**src/design/bsed_pkg.sv**
```systemverilog
// Shared types, constants and a helper function for the backslash escape decoder.
package bsed_pkg;

    // Default number of entries in the queue between the front and back parts.
    localparam int QueueDepth = 4;

    localparam int CharW = 8;

    // One queue entry holds every result caused by one input word.
    // An input word that causes no result pushes no entry.
    typedef struct packed {
        logic             two;    // second result present
        logic             stop0;  // first result is the stop marker
        logic [CharW-1:0] char0;
        logic [CharW-1:0] char1;
    } bsed_entry_t;

    // Queue status seen by the input handshake and the back part.
    typedef struct packed {
        logic full;
        logic empty;
    } bsed_qstat_t;

    // Decoded hex digit: bit 4 says the byte is a hex digit, bits 3:0 its value.
    function automatic logic [4:0] hex_digit(input logic [CharW-1:0] c);
        logic [4:0] r;
        r = 5'b0;
        if (c >= 8'h30 && c <= 8'h39)
        begin
            r = {1'b1, c[3:0]};
        end
        else if ((c >= 8'h61 && c <= 8'h66) || (c >= 8'h41 && c <= 8'h46))
        begin
            r = {1'b1, c[3:0] + 4'd9};
        end
        return r;
    endfunction

endpackage

```
**src/design/backslash_escape_decoder.sv**
```systemverilog
// Top level of the backslash escape decoder: front part, result queue and back part.
//
// The block decodes echo-style text one byte per input word. Input tdata carries an
// action code in bits 1:0 (data byte, end of argument, start of command) and the text
// byte in bits 9:2. With escapes enabled through the configuration channel, the usual
// backslash escapes, octal (\0nn) and hex (\xHH) values are decoded, and \c produces a
// single stop word (tuser set, tdata zero) after which input is dropped until a start of
// command. Each input word yields zero, one or two output words; tlast marks the final
// word caused by an input word. The front part takes one input word per clock cycle and
// updates the decode state in that cycle; its results go as one entry into a queue of
// QUEUE_DEPTH entries, and the back part drains the queue into an output register at one
// word per cycle while the receiver is ready. An input word with two results therefore
// gives two output words in turn, and input is only held off when the queue is full. With
// an empty queue, the first output word goes through a queue slot and then the output
// register after the edge that accepts the input word. Configuration writes are always
// taken and are meant to happen while no decoded words are outstanding.
module backslash_escape_decoder
#(
    parameter int QUEUE_DEPTH = bsed_pkg::QueueDepth
)
(
    input  logic        clk,
    input  logic        rst_n,
    // Configuration: bit 0 is escapes_enabled.
    input  logic        cfg_valid,
    output logic        cfg_ready,
    input  logic        cfg_data,
    // Input words.
    input  logic        s_tvalid,
    output logic        s_tready,
    input  logic [15:0] s_tdata,   // [1:0] action, [9:2] char_in, [15:10] zero
    // Output words.
    output logic        m_tvalid,
    input  logic        m_tready,
    output logic [7:0]  m_tdata,   // [7:0] char_out
    output logic [0:0]  m_tuser,   // [0] stop_seen
    output logic        m_tlast
);

    bsed_pkg::bsed_entry_t push_entry;
    bsed_pkg::bsed_entry_t head;
    bsed_pkg::bsed_qstat_t qstat;
    logic                  push;
    logic                  pop;
    logic                  accept;
    logic                  stop_bit;

    assign cfg_ready = 1'b1;
    // The queue always has room for the entry of a word taken while it is not full.
    assign s_tready  = !qstat.full;
    assign accept    = s_tvalid && s_tready;

    bsed_front u_front
    (
        .clk        (clk),
        .rst_n      (rst_n),
        .cfg_valid  (cfg_valid),
        .cfg_data   (cfg_data),
        .accept     (accept),
        .action     (s_tdata[1:0]),
        .char_in    (s_tdata[9:2]),
        .push       (push),
        .push_entry (push_entry)
    );

    bsed_fifo #(.DEPTH(QUEUE_DEPTH)) u_fifo
    (
        .clk        (clk),
        .rst_n      (rst_n),
        .push       (push),
        .push_entry (push_entry),
        .pop        (pop),
        .head       (head),
        .stat       (qstat)
    );

    bsed_back u_back
    (
        .clk       (clk),
        .rst_n     (rst_n),
        .head      (head),
        .stat      (qstat),
        .pop       (pop),
        .out_ready (m_tready),
        .out_valid (m_tvalid),
        .out_char  (m_tdata),
        .out_stop  (stop_bit),
        .out_last  (m_tlast)
    );

    assign m_tuser = stop_bit;

    // A stop word is always the only word of its input word and carries a zero byte.
    a_stop_alone: assert property (@(posedge clk) disable iff (!rst_n)
        m_tvalid && m_tuser[0] |-> m_tlast && m_tdata == 8'h00)
        else $error("stop word not alone or not zero");

    // The second word of a pair follows the first one right after it is taken.
    a_pair_follows: assert property (@(posedge clk) disable iff (!rst_n)
        m_tvalid && m_tready && !m_tlast |=> m_tvalid && !m_tuser[0])
        else $error("second word of a pair missing");

    // Every push lands in the queue: the front never pushes into a full queue.
    a_no_overflow: assert property (@(posedge clk) disable iff (!rst_n)
        push |-> !qstat.full)
        else $error("push into full queue");

    // The back part never pops an empty queue.
    a_no_underflow: assert property (@(posedge clk) disable iff (!rst_n)
        pop |-> !qstat.empty)
        else $error("pop from empty queue");

endmodule

```
**src/design/bsed_front.sv**
```systemverilog
// Front part: accepts input words, runs the escape decoder state and queues the results.
module bsed_front
(
    input  logic                       clk,
    input  logic                       rst_n,
    input  logic                       cfg_valid,
    input  logic                       cfg_data,
    input  logic                       accept,
    input  logic [1:0]                 action,
    input  logic [bsed_pkg::CharW-1:0] char_in,
    output logic                       push,
    output bsed_pkg::bsed_entry_t      push_entry
);

    localparam logic [2:0] MODE_NORMAL = 3'd0;
    localparam logic [2:0] MODE_ESC    = 3'd1;
    localparam logic [2:0] MODE_OCT    = 3'd2;
    localparam logic [2:0] MODE_HEX    = 3'd3;
    localparam logic [2:0] MODE_STOP   = 3'd4;

    localparam logic [1:0] ACT_DATA  = 2'd0;
    localparam logic [1:0] ACT_END   = 2'd1;
    localparam logic [1:0] ACT_START = 2'd2;

    localparam logic [7:0] CH_BSLASH = 8'h5C;
    localparam logic [7:0] CH_X      = 8'h78;

    logic       esc_en_reg;
    logic [2:0] mode_reg, mode_next;
    logic [8:0] acc_reg, acc_next;
    logic [1:0] cnt_reg, cnt_next;

    logic [1:0] n_res;
    logic [7:0] c0, c1;
    logic       s0;
    logic [7:0] pending;
    logic [8:0] acc_tmp;
    logic [1:0] cnt_tmp;
    logic [4:0] hv;

    always_comb
    begin
        mode_next = mode_reg;
        acc_next  = acc_reg;
        cnt_next  = cnt_reg;
        n_res     = 2'd0;
        c0        = char_in;
        c1        = char_in;
        s0        = 1'b0;
        hv        = bsed_pkg::hex_digit(char_in);
        pending   = (mode_reg == MODE_HEX && cnt_reg == 2'd0) ? CH_X : acc_reg[7:0];
        acc_tmp   = acc_reg;
        cnt_tmp   = cnt_reg + 2'd1;

        if (action == ACT_START)
        begin
            mode_next = MODE_NORMAL;
            acc_next  = '0;
            cnt_next  = '0;
        end
        else if (action == ACT_DATA || action == ACT_END)
        begin
            if (mode_reg == MODE_STOP)
            begin
                // Stopped: everything is dropped until a new command.
            end
            else if (!esc_en_reg)
            begin
                if (action == ACT_DATA)
                begin
                    n_res = 2'd1;
                end
            end
            else if (action == ACT_END)
            begin
                if (mode_reg == MODE_ESC)
                begin
                    n_res = 2'd1;
                    c0    = CH_BSLASH;
                end
                else if (mode_reg == MODE_OCT || mode_reg == MODE_HEX)
                begin
                    n_res = 2'd1;
                    c0    = pending;
                end
                mode_next = MODE_NORMAL;
                acc_next  = '0;
                cnt_next  = '0;
            end
            else
            begin
                unique case (mode_reg)
                    MODE_ESC:
                    begin
                        mode_next = MODE_NORMAL;
                        n_res     = 2'd1;
                        unique case (char_in)
                            8'h61:   c0 = 8'd7;
                            8'h62:   c0 = 8'd8;
                            8'h66:   c0 = 8'd12;
                            8'h6E:   c0 = 8'd10;
                            8'h72:   c0 = 8'd13;
                            8'h74:   c0 = 8'd9;
                            8'h76:   c0 = 8'd11;
                            8'h63:
                            begin
                                mode_next = MODE_STOP;
                                c0        = 8'd0;
                                s0        = 1'b1;
                            end
                            8'h30:
                            begin
                                mode_next = MODE_OCT;
                                acc_next  = '0;
                                cnt_next  = 2'd1;
                                n_res     = 2'd0;
                            end
                            CH_X:
                            begin
                                mode_next = MODE_HEX;
                                acc_next  = '0;
                                cnt_next  = 2'd0;
                                n_res     = 2'd0;
                            end
                            default: c0 = char_in;
                        endcase
                    end
                    MODE_OCT, MODE_HEX:
                    begin
                        if (mode_reg == MODE_OCT)
                        begin
                            acc_tmp = {acc_reg[5:0], 3'b000} + {6'b0, char_in[2:0]};
                        end
                        else
                        begin
                            acc_tmp = {acc_reg[4:0], hv[3:0]};
                        end
                        if ((mode_reg == MODE_OCT && char_in >= 8'h30 && char_in <= 8'h37
                             && cnt_reg < 2'd3)
                            || (mode_reg == MODE_HEX && hv[4] && cnt_reg < 2'd2))
                        begin
                            acc_next = acc_tmp;
                            cnt_next = cnt_tmp;
                            if ((mode_reg == MODE_OCT && cnt_tmp == 2'd3)
                                || (mode_reg == MODE_HEX && cnt_tmp == 2'd2))
                            begin
                                mode_next = MODE_NORMAL;
                                n_res     = 2'd1;
                                c0        = acc_tmp[7:0];
                            end
                        end
                        else
                        begin
                            // A non-digit flushes the value, then decodes as plain text.
                            c0 = pending;
                            if (char_in == CH_BSLASH)
                            begin
                                mode_next = MODE_ESC;
                                n_res     = 2'd1;
                            end
                            else
                            begin
                                mode_next = MODE_NORMAL;
                                n_res     = 2'd2;
                            end
                        end
                    end
                    default:
                    begin
                        if (char_in == CH_BSLASH)
                        begin
                            mode_next = MODE_ESC;
                        end
                        else
                        begin
                            mode_next = MODE_NORMAL;
                            n_res     = 2'd1;
                        end
                    end
                endcase
            end
        end
    end

    always_ff @(posedge clk or negedge rst_n)
    begin
        if (!rst_n)
        begin
            esc_en_reg <= 1'b0;
            mode_reg   <= MODE_NORMAL;
            acc_reg    <= '0;
            cnt_reg    <= '0;
        end
        else
        begin
            if (cfg_valid)
            begin
                esc_en_reg <= cfg_data;
            end
            if (accept)
            begin
                mode_reg <= mode_next;
                acc_reg  <= acc_next;
                cnt_reg  <= cnt_next;
            end
        end
    end

    assign push             = accept && (n_res != 2'd0);
    assign push_entry.two   = (n_res == 2'd2);
    assign push_entry.stop0 = s0;
    assign push_entry.char0 = c0;
    assign push_entry.char1 = c1;

endmodule

```
**src/design/bsed_fifo.sv**
```systemverilog
// Short queue of decoded result entries between the front and back parts.
module bsed_fifo
#(
    parameter int DEPTH = bsed_pkg::QueueDepth
)
(
    input  logic                  clk,
    input  logic                  rst_n,
    input  logic                  push,
    input  bsed_pkg::bsed_entry_t push_entry,
    input  logic                  pop,
    output bsed_pkg::bsed_entry_t head,
    output bsed_pkg::bsed_qstat_t stat
);

    localparam int PtrW = (DEPTH > 1) ? $clog2(DEPTH) : 1;
    localparam int CntW = $clog2(DEPTH + 1);
    localparam logic [PtrW-1:0] LastPtr = PtrW'(DEPTH - 1);

    bsed_pkg::bsed_entry_t slots_reg [DEPTH];
    logic [PtrW-1:0] wr_ptr_reg, wr_ptr_next;
    logic [PtrW-1:0] rd_ptr_reg, rd_ptr_next;
    logic [CntW-1:0] cnt_reg, cnt_next;
    logic            do_push, do_pop;

    assign stat.full  = (cnt_reg == CntW'(DEPTH));
    assign stat.empty = (cnt_reg == '0);
    assign do_push    = push && !stat.full;
    assign do_pop     = pop && !stat.empty;
    assign head       = slots_reg[rd_ptr_reg];

    always_comb
    begin
        wr_ptr_next = wr_ptr_reg;
        rd_ptr_next = rd_ptr_reg;
        cnt_next    = cnt_reg;
        if (do_push)
        begin
            wr_ptr_next = (wr_ptr_reg == LastPtr) ? '0 : wr_ptr_reg + 1'b1;
        end
        if (do_pop)
        begin
            rd_ptr_next = (rd_ptr_reg == LastPtr) ? '0 : rd_ptr_reg + 1'b1;
        end
        if (do_push && !do_pop)
        begin
            cnt_next = cnt_reg + 1'b1;
        end
        else if (do_pop && !do_push)
        begin
            cnt_next = cnt_reg - 1'b1;
        end
    end

    always_ff @(posedge clk or negedge rst_n)
    begin
        if (!rst_n)
        begin
            wr_ptr_reg <= '0;
            rd_ptr_reg <= '0;
            cnt_reg    <= '0;
        end
        else
        begin
            wr_ptr_reg <= wr_ptr_next;
            rd_ptr_reg <= rd_ptr_next;
            cnt_reg    <= cnt_next;
        end
    end

    always_ff @(posedge clk)
    begin
        if (do_push)
        begin
            slots_reg[wr_ptr_reg] <= push_entry;
        end
    end

endmodule

```
**src/design/bsed_back.sv**
```systemverilog
// Back part: unpacks queued entries into single result words in an output register.
module bsed_back
(
    input  logic                       clk,
    input  logic                       rst_n,
    input  bsed_pkg::bsed_entry_t      head,
    input  bsed_pkg::bsed_qstat_t      stat,
    output logic                       pop,
    input  logic                       out_ready,
    output logic                       out_valid,
    output logic [bsed_pkg::CharW-1:0] out_char,
    output logic                       out_stop,
    output logic                       out_last
);

    logic                       valid_reg;
    logic                       phase_reg;
    logic [bsed_pkg::CharW-1:0] char_reg;
    logic                       stop_reg;
    logic                       last_reg;
    logic                       load;
    logic                       first_of_two;

    assign load         = !stat.empty && (!valid_reg || out_ready);
    assign first_of_two = head.two && !phase_reg;
    assign pop          = load && !first_of_two;

    always_ff @(posedge clk or negedge rst_n)
    begin
        if (!rst_n)
        begin
            valid_reg <= 1'b0;
            phase_reg <= 1'b0;
        end
        else
        begin
            if (load)
            begin
                valid_reg <= 1'b1;
                phase_reg <= first_of_two;
            end
            else if (out_ready)
            begin
                valid_reg <= 1'b0;
            end
        end
    end

    always_ff @(posedge clk)
    begin
        if (load)
        begin
            char_reg <= phase_reg ? head.char1 : head.char0;
            stop_reg <= !phase_reg && head.stop0;
            last_reg <= !first_of_two;
        end
    end

    assign out_valid = valid_reg;
    assign out_char  = char_reg;
    assign out_stop  = stop_reg;
    assign out_last  = last_reg;

endmodule

```
**config.mk**
```make
export PLATFORM = sky130hd
export DESIGN_NAME = backslash_escape_decoder
export DESIGN_NICKNAME = d
export VERILOG_FILES = /design/src/design/bsed_pkg.sv /design/src/design/backslash_escape_decoder.sv /design/src/design/bsed_front.sv /design/src/design/bsed_fifo.sv /design/src/design/bsed_back.sv
export SDC_FILE = /design/constraint.sdc
export NUM_CORES = 1
export LEC_CHECK = 0
export BUFFER_PORTS_ARGS = -buffer_cell sky130_fd_sc_hd__buf_2
export CAP_MARGIN = 10
export CORE_MARGIN = 4
export CORE_UTILIZATION = 55
export DETAILED_ROUTE_END_ITERATION = 7
export HOLD_SLACK_MARGIN = 0.05
export PLACE_DENSITY = 0.85
export SLEW_MARGIN = 25
export SYNTH_ARGS = -nofsm -noshare
export SYNTH_HDL_FRONTEND = slang
export SYNTH_SLANG_ARGS = --single-unit
```
**constraint.sdc**
```tcl
create_clock -name clk -period 3.8 [get_ports clk]
set_clock_uncertainty 0.1 [all_clocks]
set_input_delay 0.38 -clock clk [delete_from_list [all_inputs] [get_ports clk]]
set_output_delay 0.38 -clock clk [all_outputs]
set_load 0.05 [all_outputs]
```
* Word level (Yosys, flattened, before mapping)
Memories as Yosys holds them, arrays and structs flattened.
Index checks and enable logic that the tools add are counted.
** Word-level totals
- Register bits after elaboration :: 33
- Bits in writable memories :: 72
- Input port bits :: 22
- Output and inout bits :: 13
- Word-level logic and storage cells :: 176
- Memories kept :: 1
** Memories
- u_fifo.slots_reg :: words 4, width 18, read ports 1, clocked after memory_dff 0, wr ports 1, RTL line bsed_fifo.sv:20 : bsed_pkg::bsed_entry_t slots_reg [DEPTH];
** Cells by class
- Add/subtract/negate cells :: 7
- $lt $le $gt $ge :: 9
- Equal/unequal tests :: 28
- Muxes and demuxes :: 71
- Reduce and logical (&&, ||, !) cells :: 48
** Operators by type and width (count)
- two-way mux 8 bit :: 19
- equality test 8 x 7 -> 1 bit, second input constant :: 10
- case mux 8 bit (8 select lines) :: 1
- two-way mux 2 bit :: 16
- case mux 8 bit (2 select lines) :: 2
- two-way mux 3 bit :: 9
- logical AND 1 bit :: 21
- two-way mux 1 bit :: 17
- greater-or-equal comparator 8 x 7 -> 1 bit, second input constant :: 2
- <= comparator 8 x 6 -> 1 bit, second input constant :: 2
- <= comparator 8 x 7 -> 1 bit, second input constant :: 2
- AND reduction 7 bit :: 2
- equality test 2 bit, second input constant :: 6
- case mux 2 bit (2 select lines) :: 3
- two-way mux 5 bit :: 2
- != test 5 x 3 -> 1 bit, second input constant :: 2
- nonzero test 2 bit :: 5
- case mux 3 bit (3 select lines) :: 1
- adder 8 x 3 -> 8 bit :: 1
- equality test 8 x 6 -> 1 bit, second input constant :: 1
- greater-or-equal comparator 8 x 6 -> 1 bit, second input constant :: 1
- zero test 1 bit :: 7
- adder 2 x 1 -> 2 bit, second input constant :: 3
- equality test 3 x 2 -> 1 bit, second input constant :: 2
- 17 further kinds :: 26

* Logic depth before layout (Yosys ltp)
Gate-level depths: netlist of the first run.
- Word-level depth :: 22
- Gate-level depth with buffers :: 14
- Mapped depth without buffers :: 13

* Modules after synthesis
A second synthesis of the first run with hierarchy kept.
** Second synthesis, totals
- Cells, all modules :: 442
- Area total of the unflattened synthesis :: 5830.6 um2
** By module, submodules not included
- bsed_fifo :: times used 1, cells an instance 131, area each 3034.2 um2, sequential area each 2337.2 um2
- bsed_front :: times used 1, cells an instance 277, area each 2229.6 um2, sequential area each 350.3 um2
- bsed_back :: times used 1, cells an instance 30, area each 545.5 um2, sequential area each 350.3 um2
- backslash_escape_decoder :: times used 1, cells an instance 4, area each 21.3 um2, sequential area each 0.0 um2

* Worst setup path after synthesis of the first run
No wires, ideal clock.
- Path kind :: in2reg
- From :: input s_tdata[2]
- To :: register u_fifo.cnt_reg[2]
- Library setup time :: 79 ps
- Arrival time :: 3166 ps
- Required time :: 3621 ps
- Slack :: 455 ps
- Stages on the path :: 14
- Path buffers :: 1
- Cells stage by stage :: clkbuf_1 -> inv_1 -> ha_1 -> nor3b_1 -> a311o_1 -> o211a_4 -> nor2_1 -> o31a_2 -> ha_1 -> inv_1 -> fa_1 -> xor2_1 -> nor2_1 -> xor2_1
** Between the ends
- Longest elaborated chain between the ends :: 21
- Elaborated cells between the ends (all ways) :: 41
- Classes of those cells :: order compare (7); eq/ne (3); mux (13); reduce/logical (18)
** RTL lines
- start: declaration :: RTL line backslash_escape_decoder.sv:31 : input logic [15:0] s_tdata,
- greater-or-equal comparator 8 x 7 -> 1 bit or <= comparator 8 x 7 -> 1 bit (tied branches) :: RTL line bsed_pkg.sv:32 : else if ((c >= 8'h61 && c <= 8'h66) || (c >= 8'h41 && c <= 8'h46))
- logical AND 1 bit :: RTL line bsed_pkg.sv:32
- logical OR 1 bit :: RTL line bsed_pkg.sv:32
- two-way mux 5 bit :: RTL line bsed_pkg.sv:32
- two-way mux 5 bit :: RTL line bsed_pkg.sv:28 : if (c >= 8'h30 && c <= 8'h39)
- logical AND 1 bit (2 in a row) :: RTL line bsed_front.sv:140 : || (mode_reg == MODE_HEX && hv[4] && cnt_reg < 2'd2))
- logical OR 1 bit :: RTL line bsed_front.sv:140
- two-way mux 2 bit :: RTL line bsed_front.sv:138 : if ((mode_reg == MODE_OCT && char_in >= 8'h30 && char_in <= 8'h37
- (+5 left out)
- two-way mux 2 bit (*) :: RTL line bsed_front.sv:55 : if (action == ACT_START)
- nonzero test 2 bit (*) :: RTL line bsed_front.sv:209 : assign push = accept && (n_res != 2'd0);
- logical AND 1 bit (*) :: RTL line bsed_front.sv:209
- logical AND 1 bit (*) :: RTL line bsed_fifo.sv:28 : assign do_push = push && !stat.full;
- via u_fifo.do_push :: RTL line bsed_fifo.sv:24 : logic do_push, do_pop;
- zero test 1 bit :: RTL line bsed_fifo.sv:49 : else if (do_pop && !do_push)
- logical AND 1 bit :: RTL line bsed_fifo.sv:49
- nonzero test 2 bit (no line)
- end signal: assignment :: RTL line bsed_fifo.sv:67 : cnt_reg <= cnt_next;
- end: declaration :: RTL line bsed_fifo.sv:23 : logic [CntW-1:0] cnt_reg, cnt_next;
Mark *: on every way through the listed nets, which the timed path passes. The rest lies on a longest branch.
A chain may end at the register's enable or synchronous reset.

* Worst setup path after layout of the first run
Ends and elaborated chain as after synthesis.

==> summary.txt, run 1 <==
Synth cell types: 84
Placer Congestion: 0.922
Global-route wire length before repair: 20.9 mm
Worst-Skew Late Latency: 0.36 ns
Post-DR wirelength/cell: 21.0 um
Synthesis-stage register bit count: 105
Main area contributors after synthesis: edfxtp_1 43%, dfrtp_1 10%, mux4_2 7.0%, ha_1 3.9%, mux2_2 2.7%
Fraction of registers with async set/reset: 21.9%
Seq/Total Area, Yosys: 52.5%
Hold EP: u_back.out_valid
Final Cycle Share: 85.6%
Gr busiest metal: met2
Initial Util: 56.3%
Post-synth EDFFs: 82
Area of the multi-input gates: 2560 um2
Detailed-route DRC error count: 0
Max Slew Vio Count: 0
GR Util met3: 4.16%
Clock power share: 20.1%
Top-count cell post-synth: edfxtp_1
Seq pwr share: 47.1%
DIE AREA: 12200 um2
Hold path startpoint: m_tready
Drt first-iter violations: 437
Area Growth Syn to Fin: 9.65%
Synthesized area: 5780 um2
GRT Util Overall: 22.0%
Dominant cell type by area after synthesis: edfxtp_1
HP Class: input port to flip-flop
DR pass1 iterations: 6
Most used DFF post-synth: edfxtp_1
Port buffer count: 27
Unrepaired setup endpoints after global routing: false
Leak: 2.29 nW
Setup TNS: 0 ns
Top-area cell type share of the netlist area: 42.6%
Leading post-synthesis cells by instance count: 82 x edfxtp_1, 32 x nor2_1, 27 x nand2_1, 23 x dfrtp_1
Die Height: 111 um
Actual slew at the worst max-slew pin: 0.897 ns
# setup viols final: 0
Crit Path Class: input port to flip-flop
GR Util met1: 29.3%
Mapped Nets: 492
Vias in the first global route: 3876
Pint: 0.00213 W
Row count: 37
CORE AREA: 10300 um2
Max VDD drop: 0.000366 V
Combinational Power Share: 32.8%
# diodes: 0
Outcome: completed
Reg2Reg Launch Point: u_front.cnt_reg[1]
PwrDens: 506 nW/um2
Clock H-tree levels: 3
Nets: 528
Clk sinks: 105
Register area: 3040 um2
Met2 usage: 36.6%
DR vias/cell: 6.30
Relative slew slack: 39.3%
Crit end category: flip-flop
Initial antenna violation count: 0
Data arrival time of the worst path: 3.45 ns
Number of fill cells: 778
Total CTS buffers: 9
Root Buffer: clkbuf_8
Vias: 3959
Max Fclk: 307 MHz
Max_cap viols: 0
Post-CTS Setup Bufs: 0
R2R setup slack: 0.57 ns
Reg-to-Reg End: u_fifo.cnt_reg[2]
Synthesized instance count: 451
Switching share of total power: 33.7%
Max reg flops: 72
Layout cells sized above 1: 24.6%
Core Util, Final: 61.7%
Tmin final: 3.25 ns
Startpoint class of the critical path: input port
Clk buf depth: 2
Final ANT Viol Nets: 0
Worst EP required: 4.00 ns
Top-Level Pins: 35
YS warnings: 0
Critical path peak fanout: 14
Post-DP HPWL: 9.67 mm
GRT overflow: 0
CTS tree: built
Worst-case reg-to-reg path depth: 11
Final wirelength: 13.2 mm
Clock-pin slew on the worst setup and hold paths: 0.11 ns
DIE WIDTH: 111 um
WHS Path Cells: 2
Final hold violations: 0
Largest net degree at the start of global routing: 24
Mapped Avg Cell Area: 12.8 um2
Switching power: 0.00108 W
[timing repair]
action | in CTS | in global routing
setup endpoints to repair | 0 | 0
hold buffers | 1 | 0
resized for setup | 0 | 0
endpoints found under the hold margin | 23 | 0
[how the worst max path moves through the flow]
stage	depth (start not counted)	slack, ns	startpoint	to
floorplan	14	0.45	s_tdata[2]	u_fifo.cnt_reg[2]
global placement	14	0.33	s_tdata[2]	u_fifo.cnt_reg[2]
detailed placement	14	0.19	s_tdata[2]	u_fifo.cnt_reg[2]
CTS	14	0.59	s_tdata[2]	u_fifo.cnt_reg[2]
global route	14	0.42	s_tdata[2]	u_fifo.cnt_reg[2]
finish	14	0.55	s_tdata[2]	u_fifo.cnt_reg[2]
[stage by stage]
step	area [um2]	cells	hold WS [ns]	setup WS, ns	total power (W)
after floorplan	5780	451	-0.0156	0.455	0.00235
after global placement	6140	611	0.324	0.328	0.00256
after detailed placement	6140	611	0.350	0.194	0.00261
after CTS	6340	628	0.115	0.587	0.00324
after global routing	6340	628	0.120	0.421	0.00339
final	6340	628	0.118	0.548	0.00321
[logic make-up after synthesis]
logic type | Yosys count | share of synthesized area [%]
adder cells (fa/ha/maj) | 19 | 4.24
AND/OR/NAND/NOR | 135 | 12.5
other | 1 | 0.0648
AO/OA/AOI/OAI | 88 | 12.2
multiplexers | 55 | 14.6
flip-flops | 105 | 52.5
XOR/XNOR | 4 | 0.606
buffers and inverters | 44 | 3.25
[cell usage in the layout (no fill, tap or decap), types with 18 or more instances in the layout]
| cell | n |
|---|---|
| edfxtp_1 | 82 |
| buf_2 | 27 |
| nor2_1 | 32 |
| ha_1 | 18 |
| inv_1 | 18 |
| dfrtp_1 | 23 |
| buf_4 | 23 |
| nand2_1 | 27 |
| nor3_1 | 18 |
| mux4_2 | 18 |
[power by group through the flow]
stage                     logic (W)  clock network, W  registers (W)
after floorplan            0.000639                 0        0.00171
after global placement      0.00104                 0        0.00153
after detailed placement    0.00106                 0        0.00154
after CTS                   0.00107          0.000659        0.00152
after global routing        0.00114          0.000720        0.00153
final                       0.00105          0.000646        0.00151
[critical path, cell delays in order]
cell and delay [ns]:
buf_2 0.25, inv_1 0.14, ha_1 0.26, nor3b_1 0.16, a311o_1 0.42, o211a_4 0.26
nor2_1 0.25, o31a_2 0.24, ha_1 0.18, inv_1 0.06, fa_1 0.42, xor2_1 0.17
nor2_1 0.11, xor2_1 0.15
[metal layers]
metal | vias to the layer above | wire length, um
li1 | 1812 | -
met1 | 1928 | 5330
met2 | 191 | 6540
met3 | 28 | 1020
met4 | 0 | 308
met5 | - | 0
[final cells by class]
| class | count | area share [%] |
|---|---|---|
| flip-flops and latches | 105 | 47.9 |
| well taps | 136 | 2.68 |
| multi-input cells | 302 | 40.4 |
| clock buffers | 10 | 2.17 |
| repair buffers | 51 | 5.01 |
| clock inverters | 6 | 0.770 |
| inverters | 18 | 1.07 |
No activity file was read; power rests on OpenSTA's default activity.
==> inputs of run 2 (changes only) <==
--- a/config.mk
+++ b/config.mk
@@ -7,11 +7,12 @@
 export LEC_CHECK = 0
 export BUFFER_PORTS_ARGS = -buffer_cell sky130_fd_sc_hd__buf_2
 export CAP_MARGIN = 10
-export CORE_MARGIN = 4
+export CORE_ASPECT_RATIO = 0.6
+export CORE_MARGIN = 2
 export CORE_UTILIZATION = 55
 export DETAILED_ROUTE_END_ITERATION = 7
 export HOLD_SLACK_MARGIN = 0.05
-export PLACE_DENSITY = 0.85
+export PLACE_DENSITY = 0.88
 export SLEW_MARGIN = 25
 export SYNTH_ARGS = -nofsm -noshare
 export SYNTH_HDL_FRONTEND = slang
==> constraint.sdc (replaced) <==
create_clock -name clk -period 2.8 [get_ports clk]
set_clock_uncertainty 0.1 [all_clocks]
set_input_delay 0.28 -clock clk [delete_from_list [all_inputs] [get_ports clk]]
set_output_delay 0.28 -clock clk [all_outputs]
set_load 0.05 [all_outputs]
==> summary.txt, run 2 (synthesis results as in run 1) <==
Outcome: finished with violations
Failing checks: negative setup slack
CP delay by family, top: simple AND/OR/NAND/NOR gates
CTS tree: built
Core Util, Final: 69.0% (+7.3 points)
Final wirelength: 14.6 mm (+11%)
Drt first-iter violations: 445 (+1.8%)
Critical path peak fanout: 3 (-11)
PwrDens: 709 nW/um2 (+40%)
Total CTS buffers: 9 (unchanged)
Unrepaired setup endpoints after global routing: true
Worst-case reg-to-reg path depth: 9 (-2)
HP Class: input port to flip-flop
DR pass1 iterations: 5 (-1)
GRT overflow: 0 (unchanged)
Area Growth Syn to Fin: 20.0%
Clk sinks: 105 (unchanged)
Die Height: 83.4 um (-25%)
Hold WS: 0.0676 ns (-0.0504 ns)
Largest net degree at the start of global routing: 24 (unchanged)
Port buffer count: 27 (unchanged)
Max Slew Vio Count: 0 (unchanged)
Initial Util: 57.5% (+1.2 points)
Reg-to-Reg End: u_fifo.cnt_reg[1]
Crit. path cell count: 9 (-5)
Commonest non-fill, non-tap cell in the layout: edfxtp_1
Crit path max-delay cell type: or4_4
Worst Setup EP: u_fifo.cnt_reg[1]
Root Buffer: clkbuf_16
# diodes: 0 (unchanged)
Nets: 580 (+9.8%)
Max VDD drop: 0.000867 V (+140%)
Final ANT Viol Nets: 0 (unchanged)
Clk buf depth: 2 (unchanged)
Pint: 0.00333 W (+56%)
Reg2Reg Launch Point: u_front.mode_reg[2]
Post-DP HPWL: 10.8 mm (+12%)
Vias: 4211 (+6.4%)
Final hold violations: 0 (unchanged)
Placer Congestion: 1.02 (+10%)
Clock H-tree levels: 3 (unchanged)
Max reg flops: 72 (unchanged)
Switching power: 0.00159 W (+47%)
Fin cells: 679 (+8.1%)
Post-DR wirelength/cell: 21.6 um (+2.7%)
Relative slew slack: 61.9% (+23 points)
Seq pwr share: 41.3% (-5.8 points)
Crit end category: flip-flop
Vias in the first global route: 4187 (+8.0%)
CP max stage delay: 0.47 ns (+0.05 ns)
Leak: 2.61 nW (+14%)
Overall power: 0.00492 W (+53%)
Tmin final: 2.97 ns
Final Cycle Share: 106%
Clock-pin slew on the worst setup and hold paths: 0.08 ns (-0.03 ns)
Max Fclk: 337 MHz
Crit Path Class: flip-flop to flip-flop
Worst-Skew Late Latency: 0.35 ns (about the same)
DIE AREA: 11400 um2 (-6.9%)
Switching share of total power: 32.4% (-1.3 points)
Cells after DPL: 656 (+7.4%)
Data arrival time of the worst path: 3.11 ns (-0.34 ns)
R2R setup slack: -0.17 ns (-0.74 ns)
Global-route wire length before repair: 23.3 mm (+11%)
Actual slew at the worst max-slew pin: 0.571 ns (-0.326 ns)
Setup TNS: -0.282 ns (-0.282 ns)
Final WS setup: -0.170 ns (-0.718 ns)
Top-Level Pins: 35 (unchanged)
DIE WIDTH: 136 um (+23%)
Most frequent cells in the layout: 82 x edfxtp_1, 73 x buf_4, 30 x nor2_1, 27 x nand2_1, 27 x buf_2
CORE AREA: 10100 um2 (-2.2%)
GRT Util Overall: 27.3% (+5.4 points)
Combinational Power Share: 32.5% (-0.3 points)
Max_cap viols: 0 (unchanged)
Layout cells sized above 1: 34.6% (+10 points)
Clock power share: 26.1% (+6.0 points)
Row count: 28 (-24%)
Worst path bufs/invs: 1 (-2)
Cell breakdown of the critical path: or3b_4 -> or4_4 -> o211ai_2 -> o311ai_2 -> o31a_4 -> ha_4 -> inv_2 -> fa_2 -> mux2_4
CP startpoint: u_front.mode_reg[2]
Startpoint class of the critical path: flip-flop
Initial antenna violation count: 0 (unchanged)
Worst EP required: 2.94 ns (-1.06 ns)
Detailed-route DRC error count: 0 (unchanged)
# setup viols final: 2 (+2)
DR vias/cell: 6.20 (-1.6%)
-- run 2: changes by cell type in the layout (fill, tap and decap cells not counted), sizes merged --
cell,delta
buf,+51
bufinv,+1
clkinv,-1
dlygate4sd3,+1
-- run 2: worst min-delay path by stage --
stage / depth (start not counted) / slack [ns] / from / end
after CTS: 2 / 0.07 / cfg_data / u_front.esc_en_reg
after floorplan: 0 / -0.12 / rst_n / u_back.out_valid
after global routing: 2 / 0.07 / cfg_data / u_front.esc_en_reg
after global placement: 1 / 0.20 / rst_n / u_front.esc_en_reg
after detailed placement: 1 / 0.20 / rst_n / u_fifo.cnt_reg[0]
final: 2 / 0.07 / cfg_data / u_front.esc_en_reg
-- run 2: power by group through the flow --
stage               clock, W  combinational [W]  sequential [W]
floorplan                  0           0.000882         0.00232
global placement           0            0.00151         0.00204
detailed placement         0            0.00157         0.00206
CTS                  0.00130            0.00160         0.00203
global route         0.00136            0.00172         0.00206
finish               0.00129            0.00160         0.00203
-- run 2: final cells by class --
cell class              count  area, um2
repair buffers            103        714
clock buffers              10        229
clock inverters             6       76.3
flip-flops and latches    105       3040
fillers                   694       3120
inverters                  18       67.6
multi-input cells         302       2650
well taps                 135        169
-- run 2: routing by layer --
| metal | vias up | share of wire (%) | global-route usage [%] |
|---|---|---|---|
| met5 | - | 0 | 0 |
| met4 | 0 | 0.68 | 4.07 |
| met3 | 13 | 8.6 | 6.53 |
| met2 | 186 | 43 | 39.0 |
| met1 | 2097 | 48 | 43.3 |
| li1 | 1915 | - | - |
-- run 2: metrics by stage --
step / setup slack [ns] / area [um2]
finish: -0.170 / 6940
global route: -0.247 / 6940
CTS: -0.157 / 6900
detailed placement: -0.369 / 6530
global placement: -0.285 / 6530
floorplan: -0.287 / 5830
-- run 2: timing repair --
action | in CTS | in global routing
gates resized for setup | 9 | 10
pin swaps | 0 | 4
gates cloned | 0 | 0
setup endpoints to repair | 74 | 18
buffers inserted | 4 | 1
hold buffers | 2 | 0
endpoints found under the hold margin | 24 | 0
-- run 2: worst reg2reg max path, cell delays in order (launching register included) --
cell      delay [ns]
dfrtp_1         0.40
or3b_4          0.41
or4_4           0.47
o211ai_2        0.11
o311ai_2        0.14
o31a_4          0.32
ha_4            0.17
inv_2           0.06
fa_2            0.42
mux2_4          0.27
==> inputs of run 3 (changes only) <==
--- a/config.mk
+++ b/config.mk
@@ -17,3 +17,4 @@
 export SYNTH_ARGS = -nofsm -noshare
 export SYNTH_HDL_FRONTEND = slang
 export SYNTH_SLANG_ARGS = --single-unit
+export TNS_END_PERCENT = 10
==> constraint.sdc (replaced) <==
create_clock -name clk -period 2.4 [get_ports clk]
set_clock_uncertainty 0.1 [all_clocks]
set_input_delay 0.24 -clock clk [delete_from_list [all_inputs] [get_ports clk]]
set_output_delay 0.24 -clock clk [all_outputs]
set_load 0.05 [all_outputs]
==> summary.txt, run 3 (synthesis results as in run 1) <==
Outcome: finished with violations
Failing checks: negative setup slack
Final hold violations: 0 (unchanged)
Most frequent cells in the layout: 110 x buf_4, 82 x edfxtp_1, 28 x nor2_1, 27 x buf_2, 26 x nand2_1
Drt first-iter violations: 644 (+45%)
DR vias/cell: 6.37 (+2.7%)
Leak: 2.90 nW (+11%)
Pre-CTS worst setup slack: -0.740 ns (-0.371 ns)
Critical path peak fanout: 3 (unchanged)
# setup viols final: 122 (+120)
Actual slew at the worst max-slew pin: 0.574 ns (+0.00222 ns)
Placer Congestion: 1.05 (+3.1%)
Startpoint class of the critical path: flip-flop
Area of the multi-input gates: 2790 um2 (+5.5%)
GRT overflow: 0 (unchanged)
Post-DR wirelength/cell: 23.2 um (+7.6%)
Max VDD drop: 0.000849 V (-2.1%)
Initial Util: 57.5% (unchanged)
Commonest non-fill, non-tap cell in the layout: buf_4
Crit Path Class: flip-flop to flip-flop
Clock-pin slew on the worst setup and hold paths: 0.07 ns (about the same)
DIE AREA: 11400 um2 (unchanged)
Max_cap viols: 0 (unchanged)
Max Fclk: 338 MHz (+0.54%)
Unrepaired setup endpoints after global routing: true
CP startpoint: u_front.mode_reg[2]
Worst EP required: 2.54 ns (-0.40 ns)
Layout cells sized above 1: 43.2% (+8.6 points)
Initial antenna violation count: 0 (unchanged)
# diodes: 0 (unchanged)
Root Buffer: clkbuf_16
Hold path startpoint: s_tdata[4]
Area Growth Syn to Fin: 30.5%
Crit end category: flip-flop
Row count: 28 (unchanged)
Global-route wire length before repair: 24.9 mm (+6.8%)
Max reg flops: 72 (unchanged)
Data arrival time of the worst path: 3.10 ns (about the same)
Top-Level Pins: 35 (unchanged)
Worst-Skew Late Latency: 0.36 ns (about the same)
Register area: 3040 um2 (unchanged)
Clk sinks: 105 (unchanged)
Clock H-tree levels: 3 (unchanged)
Vias in the first global route: 4461 (+6.5%)
HP Class: input port to flip-flop
Port buffer count: 27 (unchanged)
Vias: 4639 (+10%)
Worst-case reg-to-reg path depth: 9 (unchanged)
Clk buf depth: 2 (unchanged)
Final ANT Viol Nets: 0 (unchanged)
Largest net degree at the start of global routing: 24 (unchanged)
Nets: 629 (+8.4%)
Die Height: 83.4 um (unchanged)
GRT Util Overall: 29.5% (+2.1 points)
WHS Path Cells: 1 (-1)
Tmin final: 2.95 ns (-0.0159 ns)
Hold WS: 0.0679 ns (+0.000320 ns)
Reg2Reg Launch Point: u_front.mode_reg[2]
Final wirelength: 16.9 mm (+15%)
Total CTS buffers: 9 (unchanged)
Relative slew slack: 61.8% (-0.15 points)
CORE AREA: 10100 um2 (unchanged)
DIE WIDTH: 136 um (unchanged)
Number of fill cells: 603 (-13%)
DR pass1 iterations: 5 (unchanged)
PwrDens: 798 nW/um2 (+13%)
Post-DP HPWL: 11.2 mm (+3.6%)
Final Cycle Share: 123% (+17 points)
Final WS setup: -0.555 ns (-0.384 ns)
Max Slew Vio Count: 0 (unchanged)
Detailed-route DRC error count: 0 (unchanged)
CTS tree: built
run 3: path summary, 6_finish.rpt:
path | end | slack, ns
min reg2reg | u_front.acc_reg[7] | 0.44
max | u_fifo.cnt_reg[1] | -0.55
min | u_fifo.slots_reg[0][2] | 0.07
max reg2reg | u_fifo.cnt_reg[1] | -0.55
min in group asynchronous | u_front.acc_reg[0] | 0.31
max in group asynchronous | u_front.acc_reg[5] | 1.50
run 3: report_power, final:
group / switching [W] / internal (W) / total [W]
Sequential: 0.000106 / 0.00225 / 0.00236
Clock: 0.000678 / 0.000921 / 0.00160
Combinational: 0.00116 / 0.000907 / 0.00207
run 3: layer usage:
metal,part of all wire (%),wire (um),vias to the layer above,GRT usage [%]
li1,-,-,2018,-
met1,42,7090,2248,44.2
met2,44,7360,324,41.5
met3,12,2010,49,8.97
met4,2.6,432,0,8.14
met5,0,0,-,0
run 3: area by class of cell:
class | instances | area share [%]
multi-input cells | 305 | 37.0
repair buffers | 149 | 15.4
well taps | 135 | 2.24
flip-flops and latches | 105 | 40.2
inverters | 18 | 0.928
clock buffers | 10 | 3.03
clock inverters | 6 | 1.18
run 3: stage by stage:
step	total power [W]	std cells	setup TNS [ns]	utilization, %	area, um2
after floorplan	0.00374	451	-39.70	-	5820
after detailed placement	0.00434	697	-56.76	68.3	6870
after global placement	0.00424	697	-50.66	68.3	6870
after global routing	0.00627	728	-38.62	75.1	7550
final	0.00602	728	-32.24	75.1	7550
after CTS	0.00601	722	-29.59	73.7	7410
run 3: worst max-delay path, stage by stage (launching register included):
cell and delay [ns]:
dfrtp_1 0.40, or3b_4 0.40, or4_4 0.50, o211ai_4 0.11, o311ai_2 0.13, o31a_4 0.30
ha_4 0.17, inv_4 0.05, fa_2 0.40, mux2_4 0.27
run 3: repair_timing:
item | 4_1_cts | 5_1_grt
endpoints found under the hold margin | 25 | 0
gates resized for setup | 39 | 15
gates cloned | 3 | 2
setup endpoints to repair | 121 | 122
pin swaps | 12 | 7
hold buffers | 4 | 0
setup buffers | 2 | 5
